File: src/hw/rtl/fmcd_pkg.sv
// Shared types, constants and helper functions of the coherence directory.
package fmcd_pkg;

	localparam int ENTRIES   = 256;
	localparam int NUM_PROCS = 8;
	localparam int IDX_W     = $clog2(ENTRIES);
	localparam int PROC_W    = (NUM_PROCS > 1) ? $clog2(NUM_PROCS) : 1;
	localparam int ADDR_W    = 32;
	localparam int TAG_W     = 32;
	localparam int REQ_W     = 3;
	localparam int CFG_IDX_W  = 2;
	localparam int CFG_DATA_W = 4;

	localparam logic [CFG_IDX_W-1:0]  REG_OFFSET_BITS  = 2'd0;
	localparam logic [CFG_IDX_W-1:0]  REG_ACTIVE_PROCS = 2'd1;
	localparam logic [CFG_DATA_W-1:0] OFFSET_RESET     = 4'd6;
	localparam logic [CFG_DATA_W-1:0] ACTIVE_RESET     = 4'd8;

	typedef enum logic [1:0] {
		CMD_READ,
		CMD_READ_EXCL,
		CMD_UPGRADE,
		CMD_UNCACHE
	} cmd_t;

	typedef enum logic [1:0] {
		MSG_INTERVENE,
		MSG_INVALIDATE,
		MSG_TRANSFER,
		MSG_COMPLETE
	} msg_t;

	typedef enum logic [1:0] {
		DS_UNCACHED,
		DS_EXCL,
		DS_SHARED
	} dstate_t;

	typedef enum logic [1:0] {
		ST_OK,
		ST_FULL,
		ST_MISSING
	} status_t;

	// One directory entry as stored in the RAM
	typedef struct packed {
		logic [TAG_W-1:0]     tag;
		logic [1:0]           st;
		logic [NUM_PROCS-1:0] sharers;
	} entry_t;

	localparam int ENTRY_W = $bits(entry_t);

	// Message sequence handed from the directory control to the emitter
	typedef struct packed {
		logic                 pre_xfer;
		logic                 post_xfer;
		logic [1:0]           scan_kind;
		logic [NUM_PROCS-1:0] mask;
		logic [REQ_W-1:0]     req;
		logic [ADDR_W-1:0]    addr;
		logic [1:0]           grant;
		logic [1:0]           status;
	} emit_job_t;

	typedef struct packed {
		logic busy;
		logic done;
	} emit_stat_t;

	// Presence bit of one processor; none for a processor beyond the map
	function automatic logic [NUM_PROCS-1:0] proc_bit(input logic [REQ_W-1:0] p);
		logic [NUM_PROCS-1:0] b;
		for (int i = 0; i < NUM_PROCS; i++) begin
			b[i] = (32'(p) == i);
		end
		return b;
	endfunction

	// Sharer bits covered by the scan, lower of active count and map size
	function automatic logic [NUM_PROCS-1:0] scan_mask(input logic [CFG_DATA_W-1:0] act);
		logic [NUM_PROCS-1:0] m;
		for (int i = 0; i < NUM_PROCS; i++) begin
			m[i] = (32'(act) > i);
		end
		return m;
	endfunction

endpackage

File: src/hw/rtl/fmcd_if.sv


interface fmcd_rsp_if;
	logic                          valid;
	logic                          ready;
	logic [1:0]                    msg_kind;
	logic [fmcd_pkg::REQ_W-1:0]    target_proc;
	logic [fmcd_pkg::ADDR_W-1:0]   msg_addr;
	logic [1:0]                    granted_state;
	logic [1:0]                    status;
	logic                          last;

	modport source (output valid, output msg_kind, output target_proc, output msg_addr,
		output granted_state, output status, output last, input ready);
	modport sink   (input valid, input msg_kind, input target_proc, input msg_addr,
		input granted_state, input status, input last, output ready);
endinterface


File: src/hw/rtl/fmcd_emit.sv
// Message sequencer: walks the sharer mask and drives the response register.
module fmcd_emit (
	input  logic                  clk,
	input  logic                  arst_n,
	input  logic                  start,
	input  fmcd_pkg::emit_job_t   job,
	output fmcd_pkg::emit_stat_t  stat,
	fmcd_rsp_if.source            rsp
);

	typedef enum logic [2:0] {
		E_IDLE,
		E_PRE,
		E_SCAN,
		E_POST,
		E_DONE
	} estate_t;

	estate_t                       st_q, st_d;
	fmcd_pkg::emit_job_t           job_q;
	logic [fmcd_pkg::PROC_W-1:0]   p_q;
	logic                          vld_q, done_q;
	logic [1:0]                    kind_q, grant_q, status_q;
	logic [fmcd_pkg::REQ_W-1:0]    proc_q;
	logic [fmcd_pkg::ADDR_W-1:0]   addr_q;
	logic                          last_q;

	logic                          slot_free, cur_bit, last_p, step_p;
	logic                          ld, ld_last;
	logic [1:0]                    ld_kind, ld_grant, ld_status;
	logic [fmcd_pkg::REQ_W-1:0]    ld_proc;

	assign slot_free = !vld_q || rsp.ready;
	assign cur_bit   = job_q.mask[p_q];
	assign last_p    = (p_q == fmcd_pkg::PROC_W'(fmcd_pkg::NUM_PROCS - 1));

	// Pick the next item and the next phase
	always_comb begin
		st_d      = st_q;
		ld        = 1'b0;
		step_p    = 1'b0;
		ld_kind   = fmcd_pkg::MSG_COMPLETE;
		ld_proc   = job_q.req;
		ld_grant  = fmcd_pkg::DS_UNCACHED;
		ld_status = fmcd_pkg::ST_OK;
		ld_last   = 1'b0;
		case (st_q)
			E_IDLE: begin
				if (start) begin
					st_d = job.pre_xfer ? E_PRE : E_SCAN;
				end
			end
			E_PRE: begin
				if (slot_free) begin
					ld      = 1'b1;
					ld_kind = fmcd_pkg::MSG_TRANSFER;
					st_d    = E_SCAN;
				end
			end
			E_SCAN: begin
				if (!cur_bit || slot_free) begin
					ld      = cur_bit;
					ld_kind = job_q.scan_kind;
					ld_proc = fmcd_pkg::REQ_W'(p_q);
					step_p  = 1'b1;
					if (last_p) begin
						st_d = job_q.post_xfer ? E_POST : E_DONE;
					end
				end
			end
			E_POST: begin
				if (slot_free) begin
					ld      = 1'b1;
					ld_kind = fmcd_pkg::MSG_TRANSFER;
					st_d    = E_DONE;
				end
			end
			E_DONE: begin
				if (slot_free) begin
					ld        = 1'b1;
					ld_grant  = job_q.grant;
					ld_status = job_q.status;
					ld_last   = 1'b1;
					st_d      = E_IDLE;
				end
			end
			default: st_d = E_IDLE;
		endcase
	end

	// Hold state, the processor walk and the response register
	always_ff @(posedge clk or negedge arst_n) begin
		if (!arst_n) begin
			st_q   <= E_IDLE;
			p_q    <= '0;
			vld_q  <= 1'b0;
			done_q <= 1'b0;
		end else begin
			st_q   <= st_d;
			done_q <= (st_q == E_DONE) && slot_free;
			if (st_q == E_IDLE && start) begin
				job_q <= job;
				p_q   <= '0;
			end else if (step_p) begin
				p_q <= fmcd_pkg::PROC_W'(p_q + 1'b1);
			end
			if (ld) begin
				vld_q    <= 1'b1;
				kind_q   <= ld_kind;
				proc_q   <= ld_proc;
				addr_q   <= job_q.addr;
				grant_q  <= ld_grant;
				status_q <= ld_status;
				last_q   <= ld_last;
			end else if (rsp.ready) begin
				vld_q <= 1'b0;
			end
		end
	end

	assign rsp.valid         = vld_q;
	assign rsp.msg_kind      = kind_q;
	assign rsp.target_proc   = proc_q;
	assign rsp.msg_addr      = addr_q;
	assign rsp.granted_state = grant_q;
	assign rsp.status        = status_q;
	assign rsp.last          = last_q;

	assign stat.busy = (st_q != E_IDLE);
	assign stat.done = done_q;

endmodule

File: src/flat_wrapper.sv
// flat-port wrapper written by rule: the top's interface ports become plain ports
module fmcd_emit_flat 
  (clk, arst_n, start, job, stat, rsp_valid, rsp_msg_kind, rsp_target_proc, rsp_msg_addr, rsp_granted_state, rsp_status, rsp_last, rsp_ready);
  fmcd_rsp_if rsp_i ();
  input  logic clk;
  input  logic arst_n;
  input  logic start;
  input  fmcd_pkg::emit_job_t job;
  output fmcd_pkg::emit_stat_t stat;
  output wire logic [$bits(rsp_i.valid)-1:0] rsp_valid;
  output wire logic [$bits(rsp_i.msg_kind)-1:0] rsp_msg_kind;
  output wire logic [$bits(rsp_i.target_proc)-1:0] rsp_target_proc;
  output wire logic [$bits(rsp_i.msg_addr)-1:0] rsp_msg_addr;
  output wire logic [$bits(rsp_i.granted_state)-1:0] rsp_granted_state;
  output wire logic [$bits(rsp_i.status)-1:0] rsp_status;
  output wire logic [$bits(rsp_i.last)-1:0] rsp_last;
  input wire logic [$bits(rsp_i.ready)-1:0] rsp_ready;
  assign rsp_valid = rsp_i.valid;
  assign rsp_msg_kind = rsp_i.msg_kind;
  assign rsp_target_proc = rsp_i.target_proc;
  assign rsp_msg_addr = rsp_i.msg_addr;
  assign rsp_granted_state = rsp_i.granted_state;
  assign rsp_status = rsp_i.status;
  assign rsp_last = rsp_i.last;
  assign rsp_i.ready = rsp_ready;
  fmcd_emit u_core (.clk(clk), .arst_n(arst_n), .start(start), .job(job), .stat(stat), .rsp(rsp_i));
endmodule
File: config.mk
export PLATFORM = sky130hd
export DESIGN_NAME = fmcd_emit_flat
export DESIGN_NICKNAME = d
export VERILOG_FILES = /design/src/hw/rtl/fmcd_pkg.sv /design/src/hw/rtl/fmcd_if.sv /design/src/hw/rtl/fmcd_emit.sv /design/src/flat_wrapper.sv
export SDC_FILE = /design/constraint.sdc
export NUM_CORES = 1
export LEC_CHECK = 0
export ABC_AREA = 1
export ABC_CLOCK_PERIOD_IN_PS = 4200
export BUFFER_PORTS_ARGS = -buffer_cell sky130_fd_sc_hd__buf_4
export CAP_MARGIN = 25
export CORE_MARGIN = 8
export CORE_UTILIZATION = 27
export CTS_BUF_LIST = sky130_fd_sc_hd__clkbuf_8
export DETAILED_ROUTE_END_ITERATION = 6
export PLACE_DENSITY_LB_ADDON = 0.15
export SYNTH_ARGS = -nofsm -noshare
export SYNTH_HDL_FRONTEND = slang
export SYNTH_SLANG_ARGS = --single-unit
export TNS_END_PERCENT = 10
File: constraint.sdc
create_clock -name clk -period 4.2 [get_ports clk]
set_input_delay 0.21 -clock clk [delete_from_list [all_inputs] [get_ports clk]]
set_output_delay 0.21 -clock clk [all_outputs]
set_load 0.01 [all_outputs]
==> impl_results.md, run 1 <==
- Status: completed
- Leakage: 1.97 nW
- Post-Synth Adder-Cell Area: 0.00711
- Synth warn: 0
- Syn nets: 270
- Routed Antenna Nets: 0
- Worst EP arrival: 2.45 ns
- Synth Area in Simple Gates: 0.103
- Ports: 100
- Post-synthesis xor/xnor area fraction: 0
- Post-Place Cell Area: 4510 um2
- Initial antenna violation count: 0
- Pre-antenna DRT Iters: 4
- Crit Path Class: reg2reg
- Share of Yosys cell area claimed by the top area cell type: 0.785
- CTS Hold Bufs: 13
- DP Wirelength: 5450 um
- Setup TNS: 0 ns
- CTS Buffer Depth: 2
- Synth Area in Compound Gates: 0.0125
- TritonCTS clock tree: built
- Layout area overhead: 38.6%
- Post-CTS Resized: 0
- Nets@finish: just under 400
- Mux cell area share after synthesis: 0
- Final Max Slew Viols: 0
- Worst r2r path cells: 6
- Largest area contributor in the netlist: edfxtp_1
- Cell Area, Synth: roughly 3500 um2
- Drt total wl: between 7000 and 8000 um
- Cell count after synthesis: around 210
- Via density: 3.93
- Final setup vio count: 0
- CP max FO: 29
- WP data required: approximately 4.2 ns
- Crit share post-route: 0.575
- Vias in the first global route: approximately 2200
- Area of the core: 12700 um2
- CTS Buf Count: 9
- Post-CTS Setup Bufs: 0
- Antenna Cells: 0
- Worst skew pair latency: between 0.3 and 0.4 ns
- Max_cap viols: 0
- RSZ-0062 raised after global routing: no
- R2r setup slk: around 1.8 ns
- VDD IR max: between 200 and 250 uV
- Largest cells by area after synthesis: edfxtp_1, dfrtp_1, nand2_1, inv_1, nand3_1
- Final hold viol count: 0
- Post-synthesis sequential area ratio: 0.842
- Die Area: 16900 um2
- Final core occ: 0.385
- Finished Layout Cells: 516
- Setup Skew: just under 0.01 ns
- Die height: about 130 um
- Crit path launch: u_core.st_q[1]$_DFFE_PN0P_
- Post-route cell area: 4870 um2
- Slew HR: 0.451
- 1st-iter DRT viols: 100
- HP Class: in2reg
- FP Rows: 41
- RD Place Congestion: ~0.87
- Synth Register Bits: 100
- Worst-margin pin slew: ~0.8 ns
- DR WL/cell: between 10 and 15 um
- Die Span X: around 130 um
- Worst flop-to-flop path endpoint: u_core.job_q[46]$_DFFE_PP_
- CTS HTree Levels: 3
- PwrDens: roughly 580 nW/um2
- Synthesized area per cell: around 17 um2
- Layout cells sized above 1: 0.366
- IO buf count: 99
- GR Overflow Total: 0
- Initial Util: 0.278
- # DRC: 0
- Reg2Reg Launch Point: u_core.st_q[1]$_DFFE_PN0P_
- Largest net degree at the start of global routing: 30
- Max Freq: 414 MHz
- Setup crit end: u_core.job_q[46]$_DFFE_PP_
- Placed Cells: a little under 500
- Startpoint Class: flop
- Min cycle time layout: between 2 and 2.5 ns
- Largest family of logic cells by synthesized area: simple AND/OR/NAND/NOR gates
- Worst Setup End Kind: flop
- First-pass GRT wire length: ~11000 um
- Worst-path clk slew: ~0.090 ns
- GRT Total Usage: 0.0880
- Vias: approximately 2000
- CTS root buf: clkbuf_8
- Post-synth cell types: 23
- Num Clock Sinks: 100
-- state kept, by name, indices dropped and copies added, names as in the netlist --
register,count
u_core.rsp.status,2
u_core.rsp.valid,1
u_core.rsp.granted_state,2
u_core.job_q,50
u_core.rsp.last,1
u_core.st_q,3
u_core.rsp.msg_addr,32
u_core.rsp.target_proc,3
u_core.p_q,3
u_core.done_q,1
u_core.rsp.msg_kind,2
-- worst min path at each step --
stage,start,end,slack [ns],cells after the start
after floorplan,arst_n,u_core.done_q$_DFF_PN0_,-0.09,0
after CTS,job[4],u_core.job_q[4]$_DFFE_PP_,0.00002,1
after global routing,job[43],u_core.job_q[43]$_DFFE_PP_,0.0006,1
after detailed placement,arst_n,u_core.done_q$_DFF_PN0_,0.05,1
after global placement,arst_n,u_core.done_q$_DFF_PN0_,0.05,1
final,job[12],u_core.job_q[12]$_DFFE_PP_,0.03,1
-- per-stage QoR --
stage	hold slack (ns)	setup slack, ns	total power (W)
after CTS	0.0000243	1.71	0.00284
after floorplan	-0.0856	0.854	0.00188
after detailed placement	0.0544	1.73	0.00224
after global routing	0.000591	1.52	0.00298
after global placement	0.0537	1.70	0.00223
final	0.0259	1.79	0.00281
-- worst max-delay path: stages, from the launching register on --
cell and delay [ns]:
dfrtp_1 0.42, inv_1 0.09, nand2_1 0.07, nor2_1 0.17
nand2_1 0.21, nor2_4 0.68, buf_4 0.43
-- Yosys cell counts --
cell / number
a21oi_1: 1
buf_4: 1
bufinv_8: 1
dfrtp_1: 8
edfxtp_1: 92
ha_1: 2
inv_1: 24
inv_2: 2
nand2_1: 36
nand2_2: 1
nand2_4: 1
nand2_8: 1
nand3_1: 13
nand3_2: 2
nand4_1: 5
nor2_1: 13
nor3_2: 1
o211ai_1: 1
o21ai_0: 4
o21ai_1: 1
o22ai_1: 1
or2_1: 1
or2_4: 1
-- where the power goes --
part / total [W] / switching [W] / internal (W)
registers: 0.00143 / 0.0000808 / 0.00135
logic: 0.000787 / 0.000453 / 0.000335
clock network: 0.000590 / 0.000317 / 0.000273
-- layout make-up --
type / count / area, um2
Clock buffer: 9 / 124
Clock inverter: 6 / 65.1
Fill cell: 1231 / 7800
Inverter: 27 / 115
Multi-Input combinational cell: 85 / 445
Sequential cell: 100 / 2960
Tap cell: 172 / 215
Timing Repair Buffer: 117 / 946
-- cells in the final DEF (no fill, tap or decap), drive strengths merged, types with 2 or more instances in the layout --
| cell | count |
|---|---|
| nand4 | 5 |
| clkinv | 3 |
| nor2 | 13 |
| edfxtp | 92 |
| nand3 | 15 |
| buf | 101 |
| o21ai | 5 |
| or2 | 2 |
| dfrtp | 8 |
| nand2 | 39 |
| bufinv | 2 |
| dlygate4sd3 | 15 |
| inv | 27 |
| clkbuf | 10 |
| ha | 2 |
-- cell families (layout without fill, tap and decap cells) --
| group | after synthesis | in the layout |
|---|---|---|
| DFF | 100 | 100 |
| AOI/OAI and AO/OA | 8 | 8 |
| buffers and inverters | 28 | 159 |
| adders and majority gates | 2 | 2 |
| and+or+nand+nor | 75 | 75 |
-- metal layers --
metal / share of wire / routed length, um / global-route usage
met5: 0 / 0 / 0
met4: 0.023 / 172 / 0.0553
met3: 0.067 / 493 / 0.0261
met2: 0.50 / 3700 / 0.150
met1: 0.41 / 2970 / 0.0942
Note: power is estimated with default switching activity, not from simulation.
==> run 2, diff against run 1 <==
--- a/config.mk
+++ b/config.mk
@@ -6,7 +6,7 @@
 export NUM_CORES = 1
 export LEC_CHECK = 0
 export ABC_AREA = 1
-export ABC_CLOCK_PERIOD_IN_PS = 4200
+export ABC_CLOCK_PERIOD_IN_PS = 2200
 export BUFFER_PORTS_ARGS = -buffer_cell sky130_fd_sc_hd__buf_4
 export CAP_MARGIN = 25
 export CORE_MARGIN = 8
==> constraint.sdc (replaced) <==
create_clock -name clk -period 2.2 [get_ports clk]
set_input_delay 0.11 -clock clk [delete_from_list [all_inputs] [get_ports clk]]
set_output_delay 0.11 -clock clk [all_outputs]
set_load 0.01 [all_outputs]
==> run 2 against run 1 <==
Fmax is 31% higher. Register-to-register slack worse by 1.4 ns. Clock power is 86% higher. Cell count is 7.4% higher. Routed wire length is 3.8% higher. Sequential cell count stayed put. Non-clock buffer count is 38 higher. Design area is 7.2% higher. Critical path type unchanged. Critical endpoint is now u_core.rsp.msg_addr[14]$_DFFE_PP_. Highest routed layer unchanged.
==> impl_results.md, run 2 (synthesized netlist as in run 1, its figures left out) <==
- Status: completed
- RD Place Congestion: 0.769 (-11%)
- First-pass GRT wire length: 12000 um (+8.6%)
- 1st-iter DRT viols: 80 (-20%)
- Crit Path Class: reg2reg
- Vias in the first global route: 2410 (+11%)
- Worst Setup End Kind: flop
- GR Overflow Total: 0 (unchanged)
- Slowest CP cell: dfrtp_1
- TritonCTS clock tree: built
- Internal power: 0.00375 W (+91%)
- Setup Skew: 0.00593 ns (-0.00388 ns)
- Final hold viol count: 0 (unchanged)
- Initial Util: 0.278 (unchanged)
- Worst skew pair latency: 0.35 ns (about the same)
- Crit path cell chain: inv_2 -> nand2_1 -> nand3_1 -> nand2_1 -> nand2_1 -> nand2_2 -> nand2_1 -> nand2_1 -> inv_1 -> nor3_4 -> buf_4
- # fillers: 1183 (-3.9%)
- IO buf count: 99 (unchanged)
- Most Crowded Layer GR: met2
- Crit share post-route: 0.835 (+0.260)
- Setup crit end: u_core.rsp.msg_addr[14]$_DFFE_PP_
- RSZ-0062 raised after global routing: no
- CTS Buffer Depth: 2 (unchanged)
- Drt total wl: 7620 um (+3.8%)
- Gate power share: 0.287 (+0.007)
- CTS HTree Levels: 3 (unchanged)
- Routed Antenna Nets: 0 (unchanged)
- Pre-antenna DRT Iters: 4 (unchanged)
- Crit path launch: u_core.p_q[0]$_DFFE_PN0P_
- Worst EP arrival: 1.88 ns (-0.57 ns)
- Sequential cell fraction of total power: 0.509 (about the same)
- Clock network fraction of total power: 0.205 (-0.005)
- Max Freq: 544 MHz (+31%)
- Commonest cells after routing, fill and taps aside: buf_4, edfxtp_1, dlygate4sd3_1
- Slew HR: 0.780 (+0.329)
- Pwr Total: 0.00536 W (+91%)
- Placed Cells: 488 (+0.62%)
- Nets@finish: 435 (+9.6%)
- Sw Share: 0.300 (-0.00260)
- VDD IR max: 477 uV (+140%)
- Worst-margin pin slew: 0.329 ns (-0.493 ns)
- Area of the core: 12700 um2 (unchanged)
- Worst Hold Depth: 4 (+3)
- Startpoint Class: flop
- CTS Buf Count: 9 (unchanged)
- WP data required: 2.25 ns (-1.98 ns)
- PwrDens: 1030 nW/um2 (+78%)
- GRT Total Usage: 0.0941 (+0.00611)
- Slowest cell delay on critical path: 0.46 ns (-0.22 ns)
- Via density: 3.87 (-1.6%)
- Met2 usage: 0.162 (+0.0125)
- NetSw: 0.00161 W (+89%)
- HP Class: in2reg
- # DRC: 0 (unchanged)
- Largest register FFs: 50 (unchanged)
- Layout area overhead: 48.5%
- Vias: 2143 (+5.7%)
- Die Span X: 130 um (unchanged)
- Final setup vio count: 0 (unchanged)
- Final Max Slew Viols: 0 (unchanged)
- Worst flop-to-flop path endpoint: u_core.rsp.msg_addr[14]$_DFFE_PP_
- Num Clock Sinks: 100 (unchanged)
- Worst-path clk slew: 0.09 ns (about the same)
- Ports: 100 (unchanged)
- Leakage: 2.13 nW (+7.8%)
- CP most frequent cell: nand2_1
- Post-CTS Resized: 0 (unchanged)
- DR WL/cell: 13.7 um (-3.3%)
- Die Area: 16900 um2 (unchanged)
- Finished Layout Cells: 554 (+7.4%)
- DP Wirelength: 5550 um (+1.8%)
- Worst r2r path cells: 11 (+5)
- Initial antenna violation count: 0 (unchanged)
- Commonest non-fill, non-tap cell in the layout: buf_4
- FP Rows: 41 (unchanged)
- Die height: 130 um (unchanged)
- Largest Register: u_core.job_q
- Met3 usage in global routing: 0.0396 (+0.0135)
- R2r setup slk: 0.36 ns (-1.42 ns)
- Layout cells sized above 1: 0.332 (-0.0338)
- Reg2Reg Launch Point: u_core.p_q[0]$_DFFE_PN0P_
- Max_cap viols: 0 (unchanged)
- Hold slack: 0.105 ns (+0.0787 ns)
- Min cycle time layout: 1.84 ns (-0.577 ns)
- Largest net degree at the start of global routing: 32 (+6.7%)
- CP max FO: 16 (-45%)
- GRT met1 Usage: 0.101 (+0.00660)
- Antenna Cells: 0 (unchanged)
- CTS root buf: clkbuf_8
## run 2: cell count changes in the layout (fill, tap and decap cells not counted)
cell / delta
inv_1: +1
clkbuf_16: -1
inv_8: -1
dlygate4sd3_1: +36
buf_4: +3
## run 2: layout make-up
cell class	count	area [um2]	area share
Tap cell	172	215	0.0412
Timing Repair Buffer	155	1300	0.250
Inverter	27	115	0.0220
Clock buffer	9	124	0.0237
Clock inverter	6	57.6	0.0110
Sequential cell	100	2960	0.567
Multi-Input combinational cell	85	445	0.0853
## run 2: critical path: cells and delay by family (launching register included)
kind,cells,cell delay [ns]
buf+inv,3,0.43
flops,1,0.46
simple gates,8,0.62
## run 2: power by group through the flow
stage / sequential, W / combinational, W / clock [W]
2_1_floorplan: 0.00285 / 0.000747 / 0
3_3_place_gp: 0.00277 / 0.00150 / 0
3_5_place_dp: 0.00278 / 0.00150 / 0
4_1_cts: 0.00274 / 0.00158 / 0.00116
5_1_grt: 0.00278 / 0.00172 / 0.00122
6_report: 0.00273 / 0.00154 / 0.00110
## run 2: worst min path at each step
stage / start / end / slack, ns
after floorplan: arst_n / u_core.done_q$_DFF_PN0_ / -0.19
after global placement: arst_n / u_core.st_q[1]$_DFFE_PN0P_ / -0.05
after detailed placement: arst_n / u_core.done_q$_DFF_PN0_ / -0.04
after CTS: job[50] / u_core.st_q[1]$_DFFE_PN0P_ / 0.08
after global routing: job[50] / u_core.st_q[1]$_DFFE_PN0P_ / 0.1
final: job[50] / u_core.st_q[1]$_DFFE_PN0P_ / 0.10
## run 2: stage by stage
stage | util | worst slack (ns) | area, um2 | TNS, ns
3_5_place_dp | 0.358 | 0.358 | 4530 | 0
5_1_grt | 0.412 | 0.174 | 5220 | 0
4_1_cts | 0.412 | 0.340 | 5220 | 0
6_report | 0.412 | 0.363 | 5220 | 0
2_1_floorplan | - | -0.211 | 3530 | -8.85
3_3_place_gp | 0.358 | 0.387 | 4530 | 0
## run 2: metal layers
metal	part of all wire	wire length, um
met3	0.065	493
met2	0.51	3870
met1	0.41	3120
met5	0	0
met4	0.017	133
## run 2: what timing repair did
action,4_1_cts,5_1_grt
setup buffers,0,0
hold buffers,51,0
endpoints found under the hold margin,58,0
==> run 3, diff against run 2 <==
--- a/config.mk
+++ b/config.mk
@@ -5,8 +5,8 @@
 export SDC_FILE = /design/constraint.sdc
 export NUM_CORES = 1
 export LEC_CHECK = 0
-export ABC_AREA = 1
-export ABC_CLOCK_PERIOD_IN_PS = 2200
+export ABC_AREA = 0
+export ABC_CLOCK_PERIOD_IN_PS = 1500
 export BUFFER_PORTS_ARGS = -buffer_cell sky130_fd_sc_hd__buf_4
 export CAP_MARGIN = 25
 export CORE_MARGIN = 8
==> constraint.sdc (replaced) <==
create_clock -name clk -period 1.5 [get_ports clk]
set_input_delay 0.075 -clock clk [delete_from_list [all_inputs] [get_ports clk]]
set_output_delay 0.075 -clock clk [all_outputs]
set_load 0.01 [all_outputs]
==> run 3 against run 2 <==
The run now ends with negative setup slack left. Synthesized cell count shrank 19%. Total power is 62% higher. Non-clock buffer count grew 24. Combinational power rose by 93%. Die area barely moved. Critical endpoint is now u_core.rsp.msg_addr[17]$_DFFE_PP_. Largest cell class unchanged.
==> impl_results.md, run 3 <==
- Met2 usage: 0.159 (-0.00305)
- Antenna Cells: 0 (unchanged)
- CTS Buffer Depth: 2 (unchanged)
- Largest net degree at the start of global routing: 32 (unchanged)
- Drt total wl: 8130 um (+6.7%)
- Number of enable flip-flop cells after synthesis: 92 (unchanged)
- GRT met1 Usage: 0.115 (+0.0138)
- Die height: 130 um (about the same)
- Largest Register: u_core.job_q
- Max_cap viols: 0 (unchanged)
- WP data required: 1.61 ns (-0.64 ns)
- Post-route cell area: 5470 um2 (+4.7%)
- Finished Layout Cells: 529 (-4.5%)
- Placed Cells: 464 (-4.9%)
- FP Rows: 41 (unchanged)
- RD Place Congestion: 0.716 (-6.9%)
- CTS root buf: clkbuf_8
- Layout cells sized above 1: 0.437 (+0.105)
- Pre-antenna DRT Iters: 4 (unchanged)
- Most Crowded Layer GR: met2
- PnR worst setup slack: -0.578 ns (-0.941 ns)
- Hold slack: 0.152 ns (+0.0471 ns)
- DR WL/cell: 15.4 um (+12%)
- Synth Register Bits: 100 (unchanged)
- Worst EP arrival: 2.19 ns (+0.31 ns)
- Synth warn: 0 (unchanged)
- Setup Skew: 0.00979 ns (+0.00386 ns)
- Worst-path clk slew: 0.09 ns (about the same)
- First-pass GRT wire length: 12600 um (+5.6%)
- CTS HTree Levels: 3 (unchanged)
- PwrDens: 1590 nW/um2 (+55%)
- HP Class: in2reg
- Area of the core: 12700 um2 (unchanged)
- Commonest cells after routing, fill and taps aside: buf_4, edfxtp_1, dlygate4sd3_1
- Largest area contributor in the netlist: edfxtp_1
- Post-synthesis sequential area ratio: 0.843 (about the same)
- RSZ-0062 raised after global routing: yes
- Synthesized area per cell: 20.3 um2 (+23%)
- Largest cells by area after synthesis: edfxtp_1, dfrtp_1, mux4_2, mux2_1, and2_1
- Worst Setup End Kind: flop
- VDD IR max: 543 uV (+14%)
- GR Overflow Total: 0 (unchanged)
- Syn nets: 230 (-15%)
- Final hold viol count: 0 (unchanged)
- TritonCTS clock tree: built
- Final setup vio count: 104 (+104)
- Initial antenna violation count: 0 (unchanged)
- Final Max Slew Viols: 0 (unchanged)
- Startpoint Class: flop
- Status: finished, violations left
- Post-synth ARST share: 0.0800 (unchanged)
- Crit Path Class: reg2reg
- # DRC: 0 (unchanged)
- IO buf count: 99 (unchanged)
- Cell Area, Synth: 3520 um2 (about the same)
- Pwr Total: 0.00867 W (+62%)
- Largest register FFs: 50 (unchanged)
- Place WS: -0.628 ns (-0.986 ns)
- Vias: 2145 (+0.093%)
- Via density: 4.05 (+4.8%)
- Met3 usage in global routing: 0.0494 (+0.00979)
- GRT Total Usage: 0.101 (+0.00702)
- 1st-iter DRT viols: 131 (+64%)
- Commonest non-fill, non-tap cell in the layout: buf_4
- Max Freq: 481 MHz (-12%)
- Num Clock Sinks: 100 (unchanged)
- Layout area overhead: 55.5%
- Post-synth cell types: 45 (+96%)
- CP max FO: 25 (+9)
- Worst skew pair latency: 0.36 ns (about the same)
- Top_reg_cell synth: edfxtp_1
- Routed Antenna Nets: 0 (unchanged)
- Slew HR: 0.748 (-0.0322)
- Most common cell in the netlist: edfxtp_1
- Failing checks: negative setup slack
- Share of Yosys cell area claimed by the top area cell type: 0.786 (about the same)
- Synth cell count leaders: edfxtp_1, dfrtp_1, and2_1, clkbuf_1, nor2_1
- Cell count after synthesis: 173 (-19%)
- Die Span X: 130 um (about the same)
- Post-Place Cell Area: 4720 um2 (+4.2%)
- DP Wirelength: 5590 um (+0.67%)
- Crit share post-route: 1.39 (+0.550)
- Vias in the first global route: 2452 (+1.7%)
- Worst-margin pin slew: 0.375 ns (+0.0459 ns)
- CTS Buf Count: 9 (unchanged)
- Leakage: 2.09 nW (-1.7%)
- Initial Util: 0.277 (about the same)
- Nets@finish: 412 (-5.3%)
- Ports: 100 (unchanged)
- Min cycle time layout: 2.08 ns (+0.241 ns)
- Die Area: 16900 um2 (about the same)
run 3: metal layers:
metal  up-vias  share of wire  wire length, um
met5         -              0                0
li1       1041              -                -
met1      1028           0.42             3400
met4         0          0.015              118
met2        64           0.48             3920
met3        12          0.084              687
run 3: logic make-up after synthesis:
logic type / share of synthesized area
AO/OA/AOI/OAI: 0.0448
adder cells (fa/ha/maj): 0.00712
buffers and inverters: 0.0146
flip-flops: 0.843
multiplexers: 0.0334
AND/OR/NAND/NOR: 0.0573
run 3: cell type report:
type / count / area [um2]
tap: 172 / 215
sequential: 100 / 2960
fill: 1133 / 7200
clock inverter: 4 / 68.8
inverter: 2 / 7.51
multi-input combinational: 63 / 557
timing repair buffer: 179 / 1530
clock buffer: 9 / 124
run 3: final timing paths:
check / end / slack, ns / start / cells after the start
worst min register to register: u_core.rsp.msg_addr[2]$_DFFE_PP_ / 0.42 / u_core.job_q[6]$_DFFE_PP_ / 0
worst min-delay path: u_core.st_q[0]$_DFFE_PN0P_ / 0.15 / job[50] / 4
worst max register to register: u_core.rsp.msg_addr[17]$_DFFE_PP_ / -0.58 / u_core.p_q[0]$_DFFE_PN0P_ / 5
worst max-delay path: u_core.rsp.msg_addr[17]$_DFFE_PP_ / -0.58 / u_core.p_q[0]$_DFFE_PN0P_ / 5
min in group asynchronous: u_core.done_q$_DFF_PN0_ / 0.16 / arst_n / 3
max in group asynchronous: u_core.p_q[0]$_DFFE_PN0P_ / 1.19 / arst_n / 3
run 3: critical path: stages (launching register included):
cell and delay [ns]:
dfrtp_1 0.42, mux4_2 0.54, mux2_4 0.31, a211oi_4 0.26
nor4_4 0.10, buf_12 0.19
run 3: power by group:
part           internal [W]  leakage (nW)  switching (W)  total [W]
Combinational       0.00159          1.05        0.00139    0.00297
Sequential          0.00374         0.942       0.000214    0.00396
Clock              0.000904         0.102       0.000841    0.00174
run 3: timing repair:
action	4_1_cts	5_1_grt
buffers inserted	1	0
gates resized for setup	6	3
endpoints found under the hold margin	58	0
endpoints found under the setup margin	105	105
pin swaps	3	1
hold buffers	51	0
run 3: per-stage QoR:
| stage | util | TNS (ns) |
|---|---|---|
| global placement | 0.373 | -41.38 |
| floorplan | - | -126.49 |
| CTS | 0.431 | -36.44 |
| finish | 0.432 | -34.21 |
| global route | 0.432 | -42.66 |
| detailed placement | 0.373 | -40.09 |
